### config.mk
export PLATFORM = sky130hd
export DESIGN_NAME = arbb_corner
export DESIGN_NICKNAME = d
export VERILOG_FILES = /design/src/hw/rtl/arbb_pkg.sv /design/src/hw/rtl/arbb_corner.sv
export SDC_FILE = /design/constraint.sdc
export NUM_CORES = 1
export LEC_CHECK = 0
export BUFFER_PORTS_ARGS = -buffer_cell sky130_fd_sc_hd__buf_2
export CAP_MARGIN = 30
export CELL_PAD_IN_SITES_DETAIL_PLACEMENT = 0
export CELL_PAD_IN_SITES_GLOBAL_PLACEMENT = 1
export CORE_MARGIN = 4
export CORE_UTILIZATION = 39
export CTS_BUF_LIST = sky130_fd_sc_hd__clkbuf_8 sky130_fd_sc_hd__clkbuf_16
export DETAILED_ROUTE_END_ITERATION = 8
export PLACE_DENSITY = 0.88
export SLEW_MARGIN = 5
export SYNTH_ARGS = -nofsm -noshare
export SYNTH_HDL_FRONTEND = slang
export SYNTH_SLANG_ARGS = --single-unit
### constraint.sdc
create_clock -name aclk -period 5.7 [get_ports aclk]
set_input_delay 1.14 -clock aclk [delete_from_list [all_inputs] [get_ports aclk]]
set_output_delay 1.14 -clock aclk [all_outputs]
set_load 0.02 [all_outputs]
### src/hw/rtl/arbb_pkg.sv
// shared types and constants for the affine rectangle bounding box block
`timescale 1ns / 1ps

package arbb_pkg;

    // fixed-point layout
    localparam int FRAC_BITS = 16;
    localparam int COORD_W   = 32;
    localparam int PROD_W    = 2 * COORD_W;
    localparam int SHIFT_W   = PROD_W - FRAC_BITS;
    localparam int SUM_W     = SHIFT_W + 2;
    localparam int SPAN_W    = COORD_W - 1;

    // configuration register indexes
    localparam logic [2:0] REG_COEF_XX  = 3'd0;
    localparam logic [2:0] REG_COEF_XY  = 3'd1;
    localparam logic [2:0] REG_OFFSET_X = 3'd2;
    localparam logic [2:0] REG_COEF_YX  = 3'd3;
    localparam logic [2:0] REG_COEF_YY  = 3'd4;
    localparam logic [2:0] REG_OFFSET_Y = 3'd5;

    // reset matrix is the identity
    localparam logic signed [COORD_W-1:0] COEF_ONE  = COORD_W'(1 << FRAC_BITS);
    localparam logic signed [COORD_W-1:0] COEF_ZERO = '0;

    typedef logic signed [COORD_W-1:0] coord_t;

    // affine matrix held in the configuration registers
    typedef struct packed {
        coord_t coef_xx;
        coord_t coef_xy;
        coord_t offset_x;
        coord_t coef_yx;
        coord_t coef_yy;
        coord_t offset_y;
    } affine_t;

    // rectangle corners after the first stage
    typedef struct packed {
        coord_t x0;
        coord_t y0;
        coord_t x1;
        coord_t y1;
        logic   clip;
    } corner_t;

    // mapped corners after the sum stage
    typedef struct packed {
        coord_t [3:0] px;
        coord_t [3:0] py;
        logic         clip;
    } mapped_t;

    // per-stage load enables of the pipeline
    typedef struct packed {
        logic corner;
        logic mult;
        logic sum;
        logic minmax;
        logic span;
    } pipe_en_t;

endpackage

### src/hw/rtl/arbb_corner.sv
// stage one: far corner of the rectangle with saturation
`timescale 1ns / 1ps

module arbb_corner
    import arbb_pkg::*;
(
    input  logic     aclk,
    input  pipe_en_t pipe_en,
    input  coord_t   rect_x,
    input  coord_t   rect_y,
    input  coord_t   rect_w,
    input  coord_t   rect_h,
    output corner_t  corner
);

    logic signed [COORD_W:0] sum_x;
    logic signed [COORD_W:0] sum_y;
    logic                    ovf_x;
    logic                    ovf_y;
    corner_t                 corner_next;
    corner_t                 corner_reg;

    // widened sums, overflow when the top two bits differ
    assign sum_x = (COORD_W+1)'(rect_x) + (COORD_W+1)'(rect_w);
    assign sum_y = (COORD_W+1)'(rect_y) + (COORD_W+1)'(rect_h);
    assign ovf_x = sum_x[COORD_W] ^ sum_x[COORD_W-1];
    assign ovf_y = sum_y[COORD_W] ^ sum_y[COORD_W-1];

    always_comb begin
        corner_next.x0   = rect_x;
        corner_next.y0   = rect_y;
        corner_next.x1   = ovf_x ? {sum_x[COORD_W], {(COORD_W-1){~sum_x[COORD_W]}}}
                                 : sum_x[COORD_W-1:0];
        corner_next.y1   = ovf_y ? {sum_y[COORD_W], {(COORD_W-1){~sum_y[COORD_W]}}}
                                 : sum_y[COORD_W-1:0];
        corner_next.clip = ovf_x | ovf_y;
    end

    always_ff @(posedge aclk) begin
        if (pipe_en.corner) begin
            corner_reg <= corner_next;
        end
    end

    assign corner = corner_reg;

endmodule

# Word-level counts from Yosys, hierarchy flattened
# Cells that the tools add are included.
# Widths: inputs -> output; s select.
[op_classes] muxes=2 addsub=2 bitwise=5
[ops] operator="$add 32x32->33" n=2
[ops] operator="$mux 32" n=2
[ops] operator="$not 1->1" n=2
[ops] operator="$xor 1x1->1" n=2
[ops] operator="$or 1x1->1" n=1
[totals] register_bits=129 input_bits=134 out_inout_bits=129

# Logic depth before layout (Yosys ltp)
# Gate-level depths: netlist (run 1).
[depth] word_depth=3 depth_mapped=13

# Worst setup path after synthesis (run 1)
# OpenSTA, ideal clock, no wires.
[synth_path] path_kind="input to register" from="input port rect_x[0]" to="register corner_reg (netlist bit corner[0]), data pin" cell_stages=13 path_slack_ps=1390 arrival_ps=4045 required_ps=5435 path_cell_list="ha_1 inv_1 fa_1 and2b_1 o211ai_1 a31o_1 o41a_1 o31a_1 o311a_1 or2_0 buf_6 xnor2_4 or3_1"
[synth_lines] item="from (decl)" line_no="arbb_corner.sv:9" rtl="input coord_t rect_x,"
[synth_lines] item="to (signal assigned)" line_no="arbb_corner.sv:41" rtl="corner_reg <= corner_next;"
[synth_lines] item="to (decl)" line_no="arbb_corner.sv:21" rtl="corner_t corner_reg;"

==> impl_metrics.py, run 1 <==
metrics = {
    "grt": {
        "grt_max_degree": 85,
        "grt_pass1_wl_mm": 32.4,
        "antenna_found_initial": 1,
        "grt.overflow.total": 0,
        "grt_usage": 0.182,
        "grt_pass1_vias": 6171,
    },
    "sta": {
        "tightest_slew_ns": 0.776,
        "tns_ns": 0,
        "drv_slew": 0,
        "slew_headroom": 0.483,
        "hold_viol_final": 0,
        "hold_ws_ns": 0.911,
        "period_needed_ns": 4.45,
        "fin_crit_sh": 0.780,
        "fmax_mhz": 225,
        "rsz0062_at_grt": "no",
        "finalSetupViolations": 0,
    },
    "die": {
        "coreArea_um2": 20200,
        "io_pins": 263,
        "die_h_um": 151,
        "die_w_um": 151,
        "std_cell_rows": 52,
        "die_area_um2": 22800,
        "initial_core_util": 0.395,
    },
    "min_path": {
        "hold-path-cell-count": 1,
        "hold_path.class": "input pin to flip-flop",
    },
    "logic_synthesis": {
        "synth_nets": 916,
        "yosysSeqAreaShare": 0.486,
        "synth.most_common_cell": "edfxtp_1",
        "ys_top_cells_by_area": "edfxtp_1 (49%), ha_1 (10%), a21oi_1 (5.7%)",
        "yosys.area.top_type": "edfxtp_1",
        "netlist_top_cells_count": "edfxtp_1 (129), a21oi_1 (90), ha_1 (64)",
        "synthArstFlopShare": 0,
        "yosys.area.top_type_share": 0.486,
        "ys_ff_latch": 129,
        "syn_area_per_cell_um2": 11.1,
        "yosysWarnings": 0,
        "synth_cells": 716,
        "yosys.cell_types.count": 68,
        "synthFlopType": "edfxtp_1",
        "synth_edf_count": 129,
        "syn-cell-area_um2": 7960,
    },
    "power_and_ir_drop": {
        "p_seq_frac": 0.379,
        "pwr-share-comb": 0.295,
        "internal_power_w": 0.00221,
        "switchingPower_w": 0.00107,
        "p_clk_frac": 0.326,
        "p_per_area_nw_per_um2": 326,
        "ir_worst_vdd_mv": 0.197,
        "swShare": 0.326,
        "p_leak_nw": 4.36,
    },
    "setup_path": {
        "path_class": "input pin to flip-flop",
        "critPathBufInv": 2,
        "arrival_ns": 4.61,
        "crit_path_top_delay_cell": "o41a_1",
        "worst-path-stages": 13,
        "cp_data_required_time_ns": 5.86,
        "slowest_delay_ns": 0.43,
        "path_cells": "buf_2 > ha_1 > inv_1 > fa_1 > and2b_1 > o211ai_1 > a31o_1 > o41a_1 > o31a_1 > o311a_1 > or2_0 > xnor2_4 > or3_1",
        "cp-start-kind": "input pin",
        "end_kind": "flip-flop",
        "cp_max_fo": 7,
        "critical_path.top_delay_family": "compound AO/OA/AOI/OAI gates",
    },
    "clocking": {
        "cts_resized": 0,
        "cts_tree": "yes",
        "cts_setup_buffers": 0,
        "cts_root_buffer": "clkbuf_16",
        "clkTransAtPathRegs_ns": 0.06,
        "cts.sinks": 129,
        "cts.hold.buffers_added": 0,
        "clockBufferDepth": 2,
        "h-tree-depth": 4,
        "cts_buffers": 17,
    },
    "drt": {
        "routed_wirelength_mm": 21.2,
        "drt_first_iter_violations": 440,
        "vias": 6583,
        "drc": 0,
        "viasPerCell": 5.27,
        "final_antenna_net_count": 0,
        "wl_per_cell_um": 17.0,
        "firstDrtPassIters": 5,
    },
    "placement": {
        "io_buffers": 258,
        "place_congestion": 0.876,
        "dpl.hpwl_mm": 16.1,
    },
    "layout": {
        "nets": 1166,
        "fillCellCount": 1889,
        "final-seq-area_um2": 3870,
        "drive_gt1_frac": 0.324,
        "multiInputGateArea_um2": 3850,
        "diodes": 0,
        "largest_register_ffs": 129,
        "syn_to_final_growth_pct": 26.3,
    },
    "status": {
        "status": "completed",
    },
    "job": {
        "maxCapViolCount": 0,
    },
}
[final timing paths]
| path | startpoint | to | slack, ns |
|---|---|---|---|
| max | rect_x[0] | corner[0] | 1.25 |
| min | rect_x[12] | corner[109] | 0.91 |
[routing by layer]
metal  up-vias  GRT usage  share of wire  wire length, um
met3        32     0.0500          0.079             1680
met2       253      0.277           0.45             9540
met4         2     0.0657          0.022              469
met1      3038      0.249           0.45             9480
li1       3258          -              -                -
met5         -          0        0.00061               13
[power by group through the flow]
stage	combinational [W]	clock (W)	sequential, W
6_report	0.000967	0.00107	0.00124
5_1_grt	0.00106	0.00114	0.00126
4_1_cts	0.000971	0.00109	0.00125
3_5_place_dp	0.000966	0	0.00126
3_3_place_gp	0.000957	0	0.00126
2_1_floorplan	0.000470	0	0.00144
[area by class of cell]
cell class                      count  share of cell area
Multi-Input combinational cell    531               0.383
Tap cell                          270              0.0336
Clock inverter                     15              0.0144
Timing Repair Buffer              263               0.133
Inverter                           24             0.00896
Sequential cell                   129               0.385
Clock buffer                       17              0.0423
[cell usage in the layout, fill, tap and decap left out, types with 3 or more instances in the layout]
| master | count |
|---|---|
| buf_2 | 257 |
| edfxtp_1 | 129 |
| a21oi_1 | 90 |
| ha_1 | 64 |
| o21ai_0 | 52 |
| a21o_1 | 40 |
| nand2_1 | 38 |
| xnor2_1 | 33 |
| nor2_1 | 26 |
| inv_1 | 24 |
| xor2_1 | 20 |
| clkbuf_16 | 17 |
| nand3_1 | 15 |
| o31ai_1 | 13 |
| nand4_1 | 9 |
| a31oi_1 | 9 |
| a211oi_1 | 8 |
| nor3_1 | 7 |
| o211ai_1 | 7 |
| o21bai_1 | 7 |
| o21a_1 | 6 |
| clkinv_2 | 6 |
| nor2b_1 | 5 |
| nand2b_1 | 5 |
| or2_2 | 5 |
| clkinv_4 | 5 |
| buf_4 | 5 |
| and2_1 | 4 |
| o21ai_2 | 4 |
| nor4_1 | 4 |
| and3_1 | 3 |
| a211o_1 | 3 |
| maj3_1 | 3 |
[metrics by stage]
step / utilization / cell area, um^2 / total power, W / instances / setup WS, ns
4_1_cts: 0.499 / 10100 / 0.00331 / 1249 / 1.29
5_1_grt: 0.499 / 10100 / 0.00346 / 1249 / 1.10
6_report: 0.499 / 10100 / 0.00328 / 1249 / 1.25
3_3_place_gp: 0.470 / 9490 / 0.00222 / 1217 / 0.872
3_5_place_dp: 0.470 / 9490 / 0.00223 / 1217 / 0.836
2_1_floorplan: - / 7960 / 0.00191 / 716 / 1.39
[cell families (layout without fill, tap and decap cells)]
group | Yosys count | count (layout) | synth area share
and+or+nand+nor | 129 | 129 | 0.0792
buffers and inverters | 56 | 319 | 0.0309
muxes | 4 | 4 | 0.00550
xor gates and xnor gates | 55 | 55 | 0.0638
DFF | 129 | 129 | 0.486
AOI/OAI and AO/OA | 274 | 274 | 0.225
adders and majority gates | 69 | 69 | 0.109
Note: power is estimated with default switching activity, not from simulation.
==> run 2: changes to the inputs <==
--- a/config.mk
+++ b/config.mk
@@ -10,10 +10,10 @@
 export CELL_PAD_IN_SITES_DETAIL_PLACEMENT = 0
 export CELL_PAD_IN_SITES_GLOBAL_PLACEMENT = 1
 export CORE_MARGIN = 4
-export CORE_UTILIZATION = 39
+export CORE_UTILIZATION = 36
 export CTS_BUF_LIST = sky130_fd_sc_hd__clkbuf_8 sky130_fd_sc_hd__clkbuf_16
 export DETAILED_ROUTE_END_ITERATION = 8
-export PLACE_DENSITY = 0.88
+export PLACE_DENSITY = 0.86
 export SLEW_MARGIN = 5
 export SYNTH_ARGS = -nofsm -noshare
 export SYNTH_HDL_FRONTEND = slang
==> constraint.sdc (replaced) <==
create_clock -name aclk -period 3.75 [get_ports aclk]
set_input_delay 0.75 -clock aclk [delete_from_list [all_inputs] [get_ports aclk]]
set_output_delay 0.75 -clock aclk [all_outputs]
set_load 0.02 [all_outputs]
==> run 2 against run 1 <==
  * Wire length increased by 4.7%
  * Global-route usage is 0.89 points lower
  * Via count is 3.8% higher
  * Sequential share of layout area down 1.9 points
  * Core utilization shrank 1.3 points
  * First-iteration DRC count fell by 20%
  * Worst hold slack worse by 0.39 ns
  * Sequential power increased by 53%
  * Power grew 61%
  * Combinational power increased by 63%
  * Critical endpoint unchanged
==> impl_metrics.py, run 2 (synthesis gave the netlist of run 1 again) <==
metrics = {
    "setup_path": {
        "slowest_delay_ns": 0.36,
        "cp_max_fo": 5,
        "end_kind": "flip-flop",
        "crit_path_top_delay_cell": "o41a_1",
        "path_class": "input pin to flip-flop",
        "arrival_ns": 3.72,
        "path_cells": "buf_2 > ha_1 > inv_1 > fa_2 > and2b_1 > o211ai_1 > a31o_1 > o41a_1 > o31a_1 > o311a_1 > or2_4 > xnor2_4 > or3_1",
        "cp-start-kind": "input pin",
        "critPathBufInv": 2,
        "cp_data_required_time_ns": 3.90,
        "critical_path.top_delay_family": "compound AO/OA/AOI/OAI gates",
    },
    "grt": {
        "antenna_found_initial": 3,
        "grt_usage": 0.173,
        "grt_max_degree": 67,
        "grt_pass1_vias": 6452,
        "grt_pass1_wl_mm": 33.6,
        "grt.overflow.total": 0,
    },
    "die": {
        "initial_core_util": 0.365,
        "die_h_um": 157,
        "std_cell_rows": 54,
        "die_w_um": 157,
        "coreArea_um2": 21800,
        "die_area_um2": 24600,
        "io_pins": 263,
    },
    "sta": {
        "slew_headroom": 0.540,
        "finalSetupViolations": 0,
        "rsz0062_at_grt": "no",
        "tightest_slew_ns": 0.681,
        "hold_viol_final": 0,
        "period_needed_ns": 3.56,
        "fin_crit_sh": 0.951,
        "hold_ws_ns": 0.523,
        "fmax_mhz": 281,
        "drv_slew": 0,
    },
    "clocking": {
        "cts_buffers": 17,
        "cts_tree": "yes",
        "h-tree-depth": 4,
        "cts_root_buffer": "clkbuf_16",
        "clkTransAtPathRegs_ns": 0.07,
        "clockBufferDepth": 2,
        "cts.sinks": 129,
    },
    "power_and_ir_drop": {
        "ir_worst_vdd_mv": 0.264,
        "p_per_area_nw_per_um2": 499,
        "p_leak_nw": 4.66,
    },
    "layout": {
        "mostFrequentLayoutCells": "buf_2 (257), edfxtp_1 (129), a21oi_1 (90), ha_1 (64), buf_4 (55)",
        "fin_util": 0.485,
        "largest_register_ffs": 129,
        "nets": 1220,
        "drive_gt1_frac": 0.363,
        "layout.cells.most_common": "buf_2",
        "syn_to_final_growth_pct": 33.0,
        "fillCellCount": 2033,
    },
    "drt": {
        "firstDrtPassIters": 5,
        "routed_wirelength_mm": 22.2,
        "viasPerCell": 5.20,
        "wl_per_cell_um": 16.9,
        "vias": 6834,
        "final_antenna_net_count": 0,
        "drc": 0,
        "drt_first_iter_violations": 353,
    },
    "placement": {
        "dpl.hpwl_mm": 17.4,
        "io_buffers": 258,
        "place_congestion": 0.878,
    },
    "status": {
        "status": "completed",
    },
    "min_path": {
        "hold_path.class": "input pin to flip-flop",
    },
    "job": {
        "maxCapViolCount": 0,
    },
}
==> run 2: final timing paths <==
path,to,cells past startpoint,slack [ns],from
max,corner[0],13,0.19,rect_x[0]
min,corner[108],1,0.52,rect_x[11]
==> run 2: what timing repair did <==
| item | CTS | global route |
|---|---|---|
| resized for setup | 0 | 6 |
| hold buffers | 0 | 0 |
| setup endpoints to repair | 0 | 7 |
| setup buffers | 0 | 1 |
==> run 2: per-layer routing <==
layer | up-vias | track usage | wire (um)
met5 | - | 0 | 16
met4 | 4 | 0.0533 | 381
met3 | 26 | 0.0434 | 1700
met2 | 244 | 0.272 | 10300
met1 | 3181 | 0.235 | 9820
li1 | 3379 | - | -
==> run 2: per-stage QoR <==
| step | power, W | cells | setup slack, ns | setup TNS, ns | area (um^2) |
|---|---|---|---|---|---|
| after floorplan | 0.00291 | 716 | -0.113 | -0.113 | 7960 |
| after global placement | 0.00348 | 1280 | -0.317 | -4.35 | 9940 |
| after detailed placement | 0.00350 | 1280 | -0.372 | -6.44 | 9940 |
| after CTS | 0.00532 | 1312 | 0.0457 | 0 | 10600 |
| after global routing | 0.00554 | 1314 | 0.0489 | 0 | 10600 |
| final | 0.00528 | 1314 | 0.185 | 0 | 10600 |
==> run 2: final cells by class <==
type / instances / area [um^2] / area share
clock inverters: 15 / 206 / 0.0195
multi-input cells: 531 / 3860 / 0.365
inverters: 24 / 90.1 / 0.00850
flip-flops and latches: 129 / 3870 / 0.366
repair buffers: 317 / 1780 / 0.168
well taps: 280 / 350 / 0.0331
clock buffers: 17 / 425 / 0.0402
diodes: 1 / 2.50 / 0.000236
==> run 2: where the power goes <==
part           internal, W  switching [W]
Combinational     0.000629       0.000954
Clock              0.00112       0.000677
Sequential         0.00185      0.0000503
Total              0.00360        0.00168
