===== config.mk =====
export PLATFORM = sky130hd
export DESIGN_NAME = arbb_extent
export DESIGN_NICKNAME = d
export VERILOG_FILES = /design/src/hw/rtl/arbb_pkg.sv /design/src/hw/rtl/arbb_extent.sv
export SDC_FILE = /design/constraint.sdc
export NUM_CORES = 1
export LEC_CHECK = 0
export BUFFER_PORTS_ARGS = -buffer_cell sky130_fd_sc_hd__buf_4
export CAP_MARGIN = 20
export CORE_ASPECT_RATIO = 1.1
export CORE_MARGIN = 4
export CORE_UTILIZATION = 30
export CTS_BUF_LIST = sky130_fd_sc_hd__clkbuf_4 sky130_fd_sc_hd__clkbuf_8
export DETAILED_ROUTE_END_ITERATION = 10
export PLACE_DENSITY = 0.61
export REMOVE_ABC_BUFFERS = 1
export SYNTH_ARGS = -nofsm -noshare
export SYNTH_HDL_FRONTEND = slang
export SYNTH_SLANG_ARGS = --single-unit

===== constraint.sdc =====
create_clock -name aclk -period 6.25 [get_ports aclk]
set_clock_uncertainty 0.2 [all_clocks]
set_input_delay 0.625 -clock aclk [delete_from_list [all_inputs] [get_ports aclk]]
set_output_delay 0.625 -clock aclk [all_outputs]
set_load 0.005 [all_outputs]

===== src/hw/rtl/arbb_pkg.sv =====
// shared types and constants for the affine rectangle bounding box block
`timescale 1ns / 1ps

package arbb_pkg;

    // fixed-point layout
    localparam int FRAC_BITS = 16;
    localparam int COORD_W   = 32;
    localparam int PROD_W    = 2 * COORD_W;
    localparam int SHIFT_W   = PROD_W - FRAC_BITS;
    localparam int SUM_W     = SHIFT_W + 2;
    localparam int SPAN_W    = COORD_W - 1;

    // configuration register indexes
    localparam logic [2:0] REG_COEF_XX  = 3'd0;
    localparam logic [2:0] REG_COEF_XY  = 3'd1;
    localparam logic [2:0] REG_OFFSET_X = 3'd2;
    localparam logic [2:0] REG_COEF_YX  = 3'd3;
    localparam logic [2:0] REG_COEF_YY  = 3'd4;
    localparam logic [2:0] REG_OFFSET_Y = 3'd5;

    // reset matrix is the identity
    localparam logic signed [COORD_W-1:0] COEF_ONE  = COORD_W'(1 << FRAC_BITS);
    localparam logic signed [COORD_W-1:0] COEF_ZERO = '0;

    typedef logic signed [COORD_W-1:0] coord_t;

    // affine matrix held in the configuration registers
    typedef struct packed {
        coord_t coef_xx;
        coord_t coef_xy;
        coord_t offset_x;
        coord_t coef_yx;
        coord_t coef_yy;
        coord_t offset_y;
    } affine_t;

    // rectangle corners after the first stage
    typedef struct packed {
        coord_t x0;
        coord_t y0;
        coord_t x1;
        coord_t y1;
        logic   clip;
    } corner_t;

    // mapped corners after the sum stage
    typedef struct packed {
        coord_t [3:0] px;
        coord_t [3:0] py;
        logic         clip;
    } mapped_t;

    // per-stage load enables of the pipeline
    typedef struct packed {
        logic corner;
        logic mult;
        logic sum;
        logic minmax;
        logic span;
    } pipe_en_t;

endpackage


===== src/hw/rtl/arbb_extent.sv =====
// stages four and five: min/max of the mapped corners, then spans
`timescale 1ns / 1ps

module arbb_extent
    import arbb_pkg::*;
(
    input  logic              aclk,
    input  pipe_en_t          pipe_en,
    input  mapped_t           mapped,
    output coord_t            box_x,
    output coord_t            box_y,
    output logic [SPAN_W-1:0] box_w,
    output logic [SPAN_W-1:0] box_h,
    output logic              clipped
);

    coord_t                  min_x_next, max_x_next, min_y_next, max_y_next;
    coord_t                  min_x_reg, max_x_reg, min_y_reg, max_y_reg;
    logic                    clip4_reg;
    logic signed [COORD_W:0] span_x;
    logic signed [COORD_W:0] span_y;
    logic                    ovf_w;
    logic                    ovf_h;
    coord_t                  box_x_reg, box_y_reg;
    logic [SPAN_W-1:0]       box_w_reg, box_h_reg;
    logic                    clipped_reg;

    function automatic coord_t min2(input coord_t a, input coord_t b);
        min2 = ($signed(a) < $signed(b)) ? a : b;
    endfunction

    function automatic coord_t max2(input coord_t a, input coord_t b);
        max2 = ($signed(a) > $signed(b)) ? a : b;
    endfunction

    // two-level compare tree over the four corners
    always_comb begin
        min_x_next = min2(min2(mapped.px[0], mapped.px[1]), min2(mapped.px[2], mapped.px[3]));
        max_x_next = max2(max2(mapped.px[0], mapped.px[1]), max2(mapped.px[2], mapped.px[3]));
        min_y_next = min2(min2(mapped.py[0], mapped.py[1]), min2(mapped.py[2], mapped.py[3]));
        max_y_next = max2(max2(mapped.py[0], mapped.py[1]), max2(mapped.py[2], mapped.py[3]));
    end

    always_ff @(posedge aclk) begin
        if (pipe_en.minmax) begin
            min_x_reg <= min_x_next;
            max_x_reg <= max_x_next;
            min_y_reg <= min_y_next;
            max_y_reg <= max_y_next;
            clip4_reg <= mapped.clip;
        end
    end

    // spans are never negative; anything at or above 2^31 saturates
    assign span_x = (COORD_W+1)'(max_x_reg) - (COORD_W+1)'(min_x_reg);
    assign span_y = (COORD_W+1)'(max_y_reg) - (COORD_W+1)'(min_y_reg);
    assign ovf_w  = |span_x[COORD_W:SPAN_W];
    assign ovf_h  = |span_y[COORD_W:SPAN_W];

    // output register
    always_ff @(posedge aclk) begin
        if (pipe_en.span) begin
            box_x_reg   <= min_x_reg;
            box_y_reg   <= min_y_reg;
            box_w_reg   <= ovf_w ? {SPAN_W{1'b1}} : span_x[SPAN_W-1:0];
            box_h_reg   <= ovf_h ? {SPAN_W{1'b1}} : span_y[SPAN_W-1:0];
            clipped_reg <= clip4_reg | ovf_w | ovf_h;
        end
    end

    assign box_x   = box_x_reg;
    assign box_y   = box_y_reg;
    assign box_w   = box_w_reg;
    assign box_h   = box_h_reg;
    assign clipped = clipped_reg;

endmodule


Word-level counts from Yosys, hierarchy flattened

Cells that the tools add are included.

Register bits: 256
Input port bits: 263
Output and inout bits: 127
Logic and storage cells: 40

$add $sub $neg: 2
Order comparisons: 12
Mux-type cells: 12
Bitwise logic cells: 2
Reductions and logical operators: 2

Operators by type and width:

| operator                                       | count |
|---|---|
| 32-bit two-way mux                             | 12 |
| 32-bit > comparator                            | 6 |
| 32-bit less-than comparator                    | 6 |
| 32-bit by 32-bit subtractor with 33-bit output | 2 |
| 2-bit OR reduction                             | 2 |
| 1-bit OR                                       | 2 |

Logic depth before layout (Yosys ltp)

Gate-level depths: netlist of run 1.

Depth after elaboration: 4
Gate-level depth with buffers: 25
Gate-level depth less buffers: 22

Worst setup path before layout of run 1

Ideal clock, no wire load.

Path type: input to register
Start: input mapped[40] (netlist bit)
End: register max_y_reg[10] (data pin)
Library setup time: 264 ps
Arrival: 5865 ps
Data required time: 5786 ps
Path slack: -79 ps
Stages: 23
Path buffers: 3
Path through: inv_1 > ha_1 > a21oi_1 > o21ai_0 > a221oi_1 > a31oi_1 > nor2_1 > mux2i_1 > o21bai_1 > clkbuf_1 > buf_2 > mux2i_1 > inv_1 > ha_1 > nand4_1 > or2_1 > or4_1 > or4_1 > o21bai_1 > and4_1 > a311oi_2 > buf_4 > mux2i_1

Word-level cells in the longest chain between the ends: 4

Ends and longest elaborated chain:

| element                | line              | source |
|---|---|---|
| start: declaration     | arbb_extent.sv:9  | `input mapped_t mapped,` |
| 32-bit > comparator    | arbb_extent.sv:33 | `max2 = ($signed(a) > $signed(b)) ? a : b;` |
| 32-bit two-way mux (*) | arbb_extent.sv:33 |  |
| 32-bit > comparator    | arbb_extent.sv:33 |  |
| 32-bit two-way mux (*) | arbb_extent.sv:33 |  |
| via max_y_next[10]     | arbb_extent.sv:17 | `coord_t min_x_next, max_x_next, min_y_next, max_y_next;` |
| end signal: assignment | arbb_extent.sv:49 | `max_y_reg <= max_y_next;` |
| end: declaration       | arbb_extent.sv:18 | `coord_t min_x_reg, max_x_reg, min_y_reg, max_y_reg;` |

Mark *: on every way through the listed nets, which the timed path passes. The rest lies on a longest branch.
A chain may end at the register's enable or synchronous reset.

Worst setup path after layout of run 1

Start: input mapped[8] (netlist bit)
End: register max_y_reg[1] (data pin)

Same word-level chain as after synthesis.

==> metrics.txt, run 1 <==
first-pass GRT wire length=110,300 um; average size of a mapped cell=9.699 um^2; Worst-Skew Late Latency=slightly above 0.6 ns; IO Pins=approximately 400; H-tree levels=2; dpl cell area=between 20,000 and 30,000 um^2; period utilization=between 90% and 100%; Warnings, synthesis=0; Yosys reg bits=256; Worst EP required=approximately 6.5 ns; fin nets=between 3k and 4k; Final Total Pwr=0.008927 W; DP HPWL=between 60,000 and 70,000 um; WP data arrival=approximately 6.3 ns; Min-Delay Path Class=in -> reg; DR iter-0 viols=between 900 and 1k; Worst-Margin Slew=approximately 0.89 ns; final hold slack=0.2321 ns; most frequent cells in the layout=buf_4, inv_1, ha_1; clock-pin transition on the worst setup and hold timing paths=0.06 ns; post-route cell area=between 20,000 and 30,000 um^2; CP Class=in -> reg; num rows=approximately 100; ys flop type=edfxtp_1; Die ar.=between 70,000 and 80,000 um^2; maximum clock frequency=0.1650 GHz; Worst setup EP type=flop; Post-Route Utilization=between 40 and 50%; min cycle time layout=just over 6 ns; WHS Path Cells=3; R2R cell count=12; FILL cells=7,356; Max Cap Violations=0; type of origin of the critical path=input port; routed wire length=73,340 um; unrepaired setup endpoints after global routing=false; Mapped Cells=2,285; top cells by area, synth=edfxtp_1, ha_1, mux2i_1; Root Buffer=clkbuf_8; Slowest Stage Delay on Critical Path=0.58 ns; sequential fraction of the synthesis area=34.69%; PD cells=between 300 and 400 nW/um^2; Final Setup Violations=0; Leak=about 15 nW; post-synth top area share=a little over a third; chip height=roughly 300 um; Synth area leader=edfxtp_1; share of cells above drive strength 1=25.90%; via count=a little under 20k; most frequent CP cell=buf_4; maximum vdd drop=133.7 uV; r2r startpoint=min_y_reg[0]$_DFFE_PP_; Slowest cell on crit path=or4_1; CTS Buffer Depth=3; commonest non-fill, non-tap cell in the layout=buf_4; CP Max Fanout=8; outcome=complete, no violations; core area=73,260 um^2; hold endpoint=min_y_reg[29]$_DFFE_PP_; CTS tree=built; hold wc startpoint=mapped[30]; cell count after placement=between 3k and 4k; gr usage total=a little under a fifth; final hold vios=0; Cell Area, Synth=roughly 22,000 um^2; largest net degree at the start of global routing=77; Port Buffer Count=386; CTS Buf Count=48; EDFF count, synth=256; GPL Wtd Cong=0.9026; vias per inst=4.906; final max-slew violation count=0; vias in the first global route=just under 20k; DR WL/cell=roughly 19 um; Cell variety after synth=64; Die Wd=roughly 270 um; DRC=0; clock sink total=~260; P&R area growth vs syn=32.69%; initial antenna violation count=2; Finished Layout Cells=~4k; Critical Path Start=mapped[8]; Worst R2R Setup Slack=roughly 1.3 ns; total gr overflow=0; Slew HR=roughly two fifths; critical-path cell list=buf_4 > ha_1 > a21oi_1 > o21ai_0 > buf_4 > a221oi_2 > a31oi_2 > nor2_2 > mux2i_4 > o21bai_4 > buf_12 > buf_4 > mux2i_1 > inv_1 > ha_1 > nand4_1 > or4_4 > or4_1 > o21bai_1 > and4_1 > a311oi_4 > buf_4 > buf_12 > mux2i_1; DR pass1 iterations=7; initial core utilization=30.25%; Reg-to-Reg End=box_h[5]$_SDFFCE_PP1P_; FFs w/ async S/R, synth=0%; Post-DRT Antenna Nets=0
metal layers:
layer / wire (um) / global-route usage (%) / part of all wire, % / vias to the layer above
met3: 4379 / 3.576 / 6.0 / 134
met2: 37490 / 33.79 / 51 / 534
met4: 2988 / 6.933 / 4.1 / 2
li1: - / - / - / 9575
met5: 18 / 0 / 0.025 / -
met1: 28460 / 20.33 / 39 / 9052
kinds of logic (layout without fill, tap and decap cells):
family	after synthesis	in the layout	share of synthesized area, %
AOI/OAI and AO/OA	467	467	13.65
and+or+nand+nor	467	467	10.03
buffers and inverters	405	1097	6.995
muxes	329	329	14.88
adders and majority gates	320	320	18.13
DFF	256	256	34.69
xor gates and xnor gates	41	41	1.620
other	0	2	0
cell type report:
class	instances	area [um^2]	area share (%)
antenna	2	5.005	0.01702
sequential	256	7687	26.14
multi-input combinational	1624	13100	44.56
timing repair buffer	663	5130	17.44
tap	954	1194	4.059
clock inverter	24	220.2	0.7488
inverter	349	1310	4.455
clock buffer	61	758.2	2.578
worst max-delay path by stage:
stage	end
after floorplan	max_y_reg[0]$_DFFE_PP_
after global placement	max_y_reg[23]$_DFFE_PP_
after detailed placement	max_y_reg[23]$_DFFE_PP_
after CTS	max_y_reg[1]$_DFFE_PP_
after global routing	max_y_reg[2]$_DFFE_PP_
final	max_y_reg[1]$_DFFE_PP_
Yosys cell counts (4+ instances only):
cell / count
a2111oi_0: 5
a211o_1: 5
a211oi_1: 11
a21boi_0: 42
a21o_1: 70
a21oi_1: 152
a221o_1: 4
a221oi_1: 7
a31oi_1: 8
and3_1: 8
and4_1: 7
buf_2: 15
clkbuf_1: 36
edfxtp_1: 256
ha_1: 318
inv_1: 349
mux2_2: 4
mux2i_1: 325
nand2_1: 160
nand2b_1: 14
nand3_1: 31
nand4_1: 48
nor2_1: 111
nor2b_1: 23
nor3_1: 24
nor4_1: 9
o211a_1: 5
o211ai_1: 15
o21a_1: 27
o21ai_0: 74
o21bai_1: 8
o31a_1: 5
o31ai_1: 7
or2_2: 6
or3_1: 10
or4_1: 4
xnor2_1: 20
xor2_1: 21
worst max-delay path, delay by kind of cell:
kind            cells  cell delay [ns]
mux                 3             0.83
simple gates        5             1.62
compound gates      7             1.42
fa+ha+maj           2             0.64
buf+inv             7             1.13
power by group:
part / switching, W / leakage, nW / total, W / internal [W]
clock network: 0.000760 / 0.499 / 0.00172 / 0.000961
logic: 0.00242 / 11.8 / 0.00454 / 0.00211
registers: 0.000181 / 2.45 / 0.00267 / 0.00249
total: 0.00336 / 14.8 / 0.00893 / 0.00556
timing repair:
action,CTS,global route
buffers inserted,0,2
endpoints found under the hold margin,1,0
gates resized for setup,0,9
hold buffers,1,0
setup endpoints to repair,0,42
through the flow:
| step | setup TNS (ns) | worst slack [ns] |
|---|---|---|
| 6_report | 0 | 0.1896 |
| 5_1_grt | 0 | 0.03256 |
| 4_1_cts | 0 | 0.06358 |
| 3_5_place_dp | -25.05 | -0.5437 |
| 3_3_place_gp | -18.44 | -0.4591 |
| 2_1_floorplan | -422.70 | -4.919 |
Power figures use the tool's default switching activity.
==> run 2: changes to the inputs <==
--- a/config.mk
+++ b/config.mk
@@ -12,7 +12,9 @@
 export CORE_UTILIZATION = 30
 export CTS_BUF_LIST = sky130_fd_sc_hd__clkbuf_4 sky130_fd_sc_hd__clkbuf_8
 export DETAILED_ROUTE_END_ITERATION = 10
+export HOLD_SLACK_MARGIN = 0.08
 export PLACE_DENSITY = 0.61
+export RECOVER_POWER = 100
 export REMOVE_ABC_BUFFERS = 1
 export SYNTH_ARGS = -nofsm -noshare
 export SYNTH_HDL_FRONTEND = slang
==> metrics.txt, run 2 (synthesized netlist as in run 1, its figures left out) <==
outcome=finished, violations left; failing checks=capacitance limit, slew limit; CTS Buf Count=48 (unchanged); met1 Usage GRT=20.33% (unchanged); GR Util met2=33.79% (unchanged); hold wc startpoint=mapped[30]; PD cells=302.3 nW/um^2 (-0.41%); Max Cap Violations=4 (+4); post-place setup slack=-0.5437 ns (unchanged); first-pass GRT wire length=110,300 um (unchanged); setup TNS=0 ns (unchanged); final hold vios=0 (unchanged); type of origin of the critical path=input port; min cycle time layout=6.063 ns (+0.002803 ns); Final Setup Violations=0 (unchanged); Worst-Margin Slew=4.867 ns (+3.979 ns); clock sink total=256 (unchanged); CP Max Fanout=8 (unchanged); WHS Path Cells=3 (unchanged); num rows=104 (unchanged); Worst setup EP type=flop; Die ar.=78,290 um^2 (unchanged); critical path buffer and inverter count=8 (+1); gr usage total=18.16% (unchanged); fin nets=3,525 (unchanged); critical-path cell list=buf_4 > inv_1 > ha_1 > nand4_1 > buf_4 > a2111o_1 > a31oi_2 > nor2_2 > mux2i_4 > o21bai_4 > buf_12 > buf_4 > mux2i_1 > inv_1 > ha_1 > nand4_1 > or4_4 > or4_1 > o21bai_1 > and4_1 > a311oi_4 > buf_4 > buf_12 > mux2i_1; core area=73,260 um^2 (unchanged); period utilization=97.01% (about the same); combinational power share=50.1% (-0.7 points); DR iter-0 viols=966 (+1.3%); Reg-to-Reg End=box_h[22]$_SDFFCE_PP1P_; H-tree levels=2 (unchanged); CP Class=in -> reg; routed wire length=73,160 um (-0.24%); WP data arrival=6.27 ns (about the same); hold endpoint=min_y_reg[29]$_DFFE_PP_; net switching power=0.003347 W (-0.52%); IO Pins=390 (unchanged); Sw Ratio=38.03% (+0.34 points); part of the power in registers=30.3% (+0.4 points); via count=19.29k (-0.052%); met3 Track Usage GR=3.576% (unchanged); R2R cell count=12 (unchanged); dpl cell area=28,340 um^2 (unchanged); DP HPWL=61,550 um (unchanged); total gr overflow=0 (unchanged); clock share of power=19.5% (+0.2 points); Slowest Stage Delay on Critical Path=0.58 ns (about the same); DR WL/cell=18.61 um (-0.22%); largest net degree at the start of global routing=77 (unchanged); Most Used Layer, Global Route=met2; initial core utilization=30.25% (unchanged); clock-pin transition on the worst setup and hold timing paths=0.07 ns (about the same); maximum vdd drop=133.9 uV (+0.18%); Worst R2R Setup Slack=0.58 ns (-0.76 ns); post-route cell area=29,110 um^2 (-1.0%); unrepaired setup endpoints after global routing=false; DR pass1 iterations=5 (-2); DRC=0 (unchanged); chip height=293.1 um (unchanged); P&R area growth vs syn=31.36%; Worst-Skew Late Latency=0.61 ns (about the same); Port Buffer Count=386 (unchanged); final max-slew violation count=165 (+165); Die Wd=267.2 um (unchanged); GPL Wtd Cong=0.9026 (unchanged); Root Buffer=clkbuf_8; most frequent CP cell=buf_4; Slowest cell on crit path=or4_1; internal power=0.005455 W (-1.9%); maximum clock frequency=0.1649 GHz (about the same); Leak=14.52 nW (-1.6%); commonest non-fill, non-tap cell in the layout=buf_4; Setup WS post-layout=0.1868 ns (-0.002803 ns); Slew HR=-224.5% (-270 points); Min-Delay Path Class=in -> reg; Worst EP required=6.46 ns (about the same); share of cells above drive strength 1=23.72% (-2.2 points); initial antenna violation count=2 (unchanged); r2r startpoint=min_y_reg[0]$_DFFE_PP_; vias per inst=4.905 (about the same); most frequent cells in the layout=buf_4, inv_1, mux2i_1, ha_1, edfxtp_1; CTS tree=built; CTS Buffer Depth=3 (unchanged); vias in the first global route=19.87k (unchanged); Worst path top cell family by delay=simple AND/OR/NAND/NOR gates; Post-DRT Antenna Nets=0 (unchanged)
## run 2: changes by cell type in the layout (fill, tap and decap cells not counted), moves of 3 or more
| cell | delta |
|---|---|
| clkbuf_2 | +3 |
| clkbuf_4 | +85 |
| clkbuf_1 | +60 |
| buf_4 | -145 |
## run 2: metrics by stage
stage	hold slack [ns]	power, W	cells	util (%)
floorplan	0.2264	0.005371	2229	-
global placement	0.2314	0.007205	3842	38.68
detailed placement	0.2345	0.007245	3842	38.68
CTS	0.1369	0.009032	3928	40.03
global route	0.1964	0.009493	3931	39.74
finish	0.2285	0.008801	3932	39.74
## run 2: what timing repair did
item / in CTS / in global routing
hold buffers: 1 / 0
buffers inserted: 0 / 2
gates resized for setup: 0 / 9
hold endpoints to repair: 1 / 0
endpoints found under the setup margin: 0 / 42
## run 2: power groups by stage
stage	Sequential [W]	Combinational, W	Clock, W
6_report	0.00267	0.00441	0.00172
2_1_floorplan	0.00265	0.00272	0
5_1_grt	0.00271	0.00492	0.00187
3_5_place_dp	0.00271	0.00453	0
3_3_place_gp	0.00271	0.00450	0
4_1_cts	0.00268	0.00456	0.00179
## run 2: how the worst max path moves through the flow
| stage | startpoint | endpoint | cells past startpoint |
|---|---|---|---|
| after floorplan | mapped[110] | max_y_reg[0]$_DFFE_PP_ | 19 |
| after global placement | mapped[8] | max_y_reg[23]$_DFFE_PP_ | 23 |
| after detailed placement | mapped[8] | max_y_reg[23]$_DFFE_PP_ | 23 |
| after CTS | mapped[8] | max_y_reg[1]$_DFFE_PP_ | 23 |
| after global routing | mapped[38] | max_y_reg[2]$_DFFE_PP_ | 25 |
| final | mapped[48] | max_y_reg[1]$_DFFE_PP_ | 24 |
## run 2: final cells by class
class	count	area, um^2
Fill cell	7400	44150
Multi-Input combinational cell	1624	13070
Sequential cell	256	7687
Timing Repair Buffer	663	4868
Inverter	349	1310
Tap cell	954	1194
Clock buffer	61	758.2
Clock inverter	24	220.2
Antenna cell	1	2.502
## run 2: routing by layer
layer,vias up,routed length [um]
met5,-,18
met4,2,3035
met3,139,4253
met2,517,37410
met1,9054,28450
li1,9575,-
## run 2: worst reg2reg max path, cell delays in order, from the launching register on
cell	delay (ns)
edfxtp_1	0.40
ha_1	0.31
fa_1	0.40
nor2b_1	0.17
o21ai_0	0.14
a2111oi_0	0.68
o31a_1	0.47
a221o_1	0.34
a311o_1	0.30
a41oi_1	0.13
mux2i_1	1.34
clkbuf_1	0.41
nand2_1	0.12
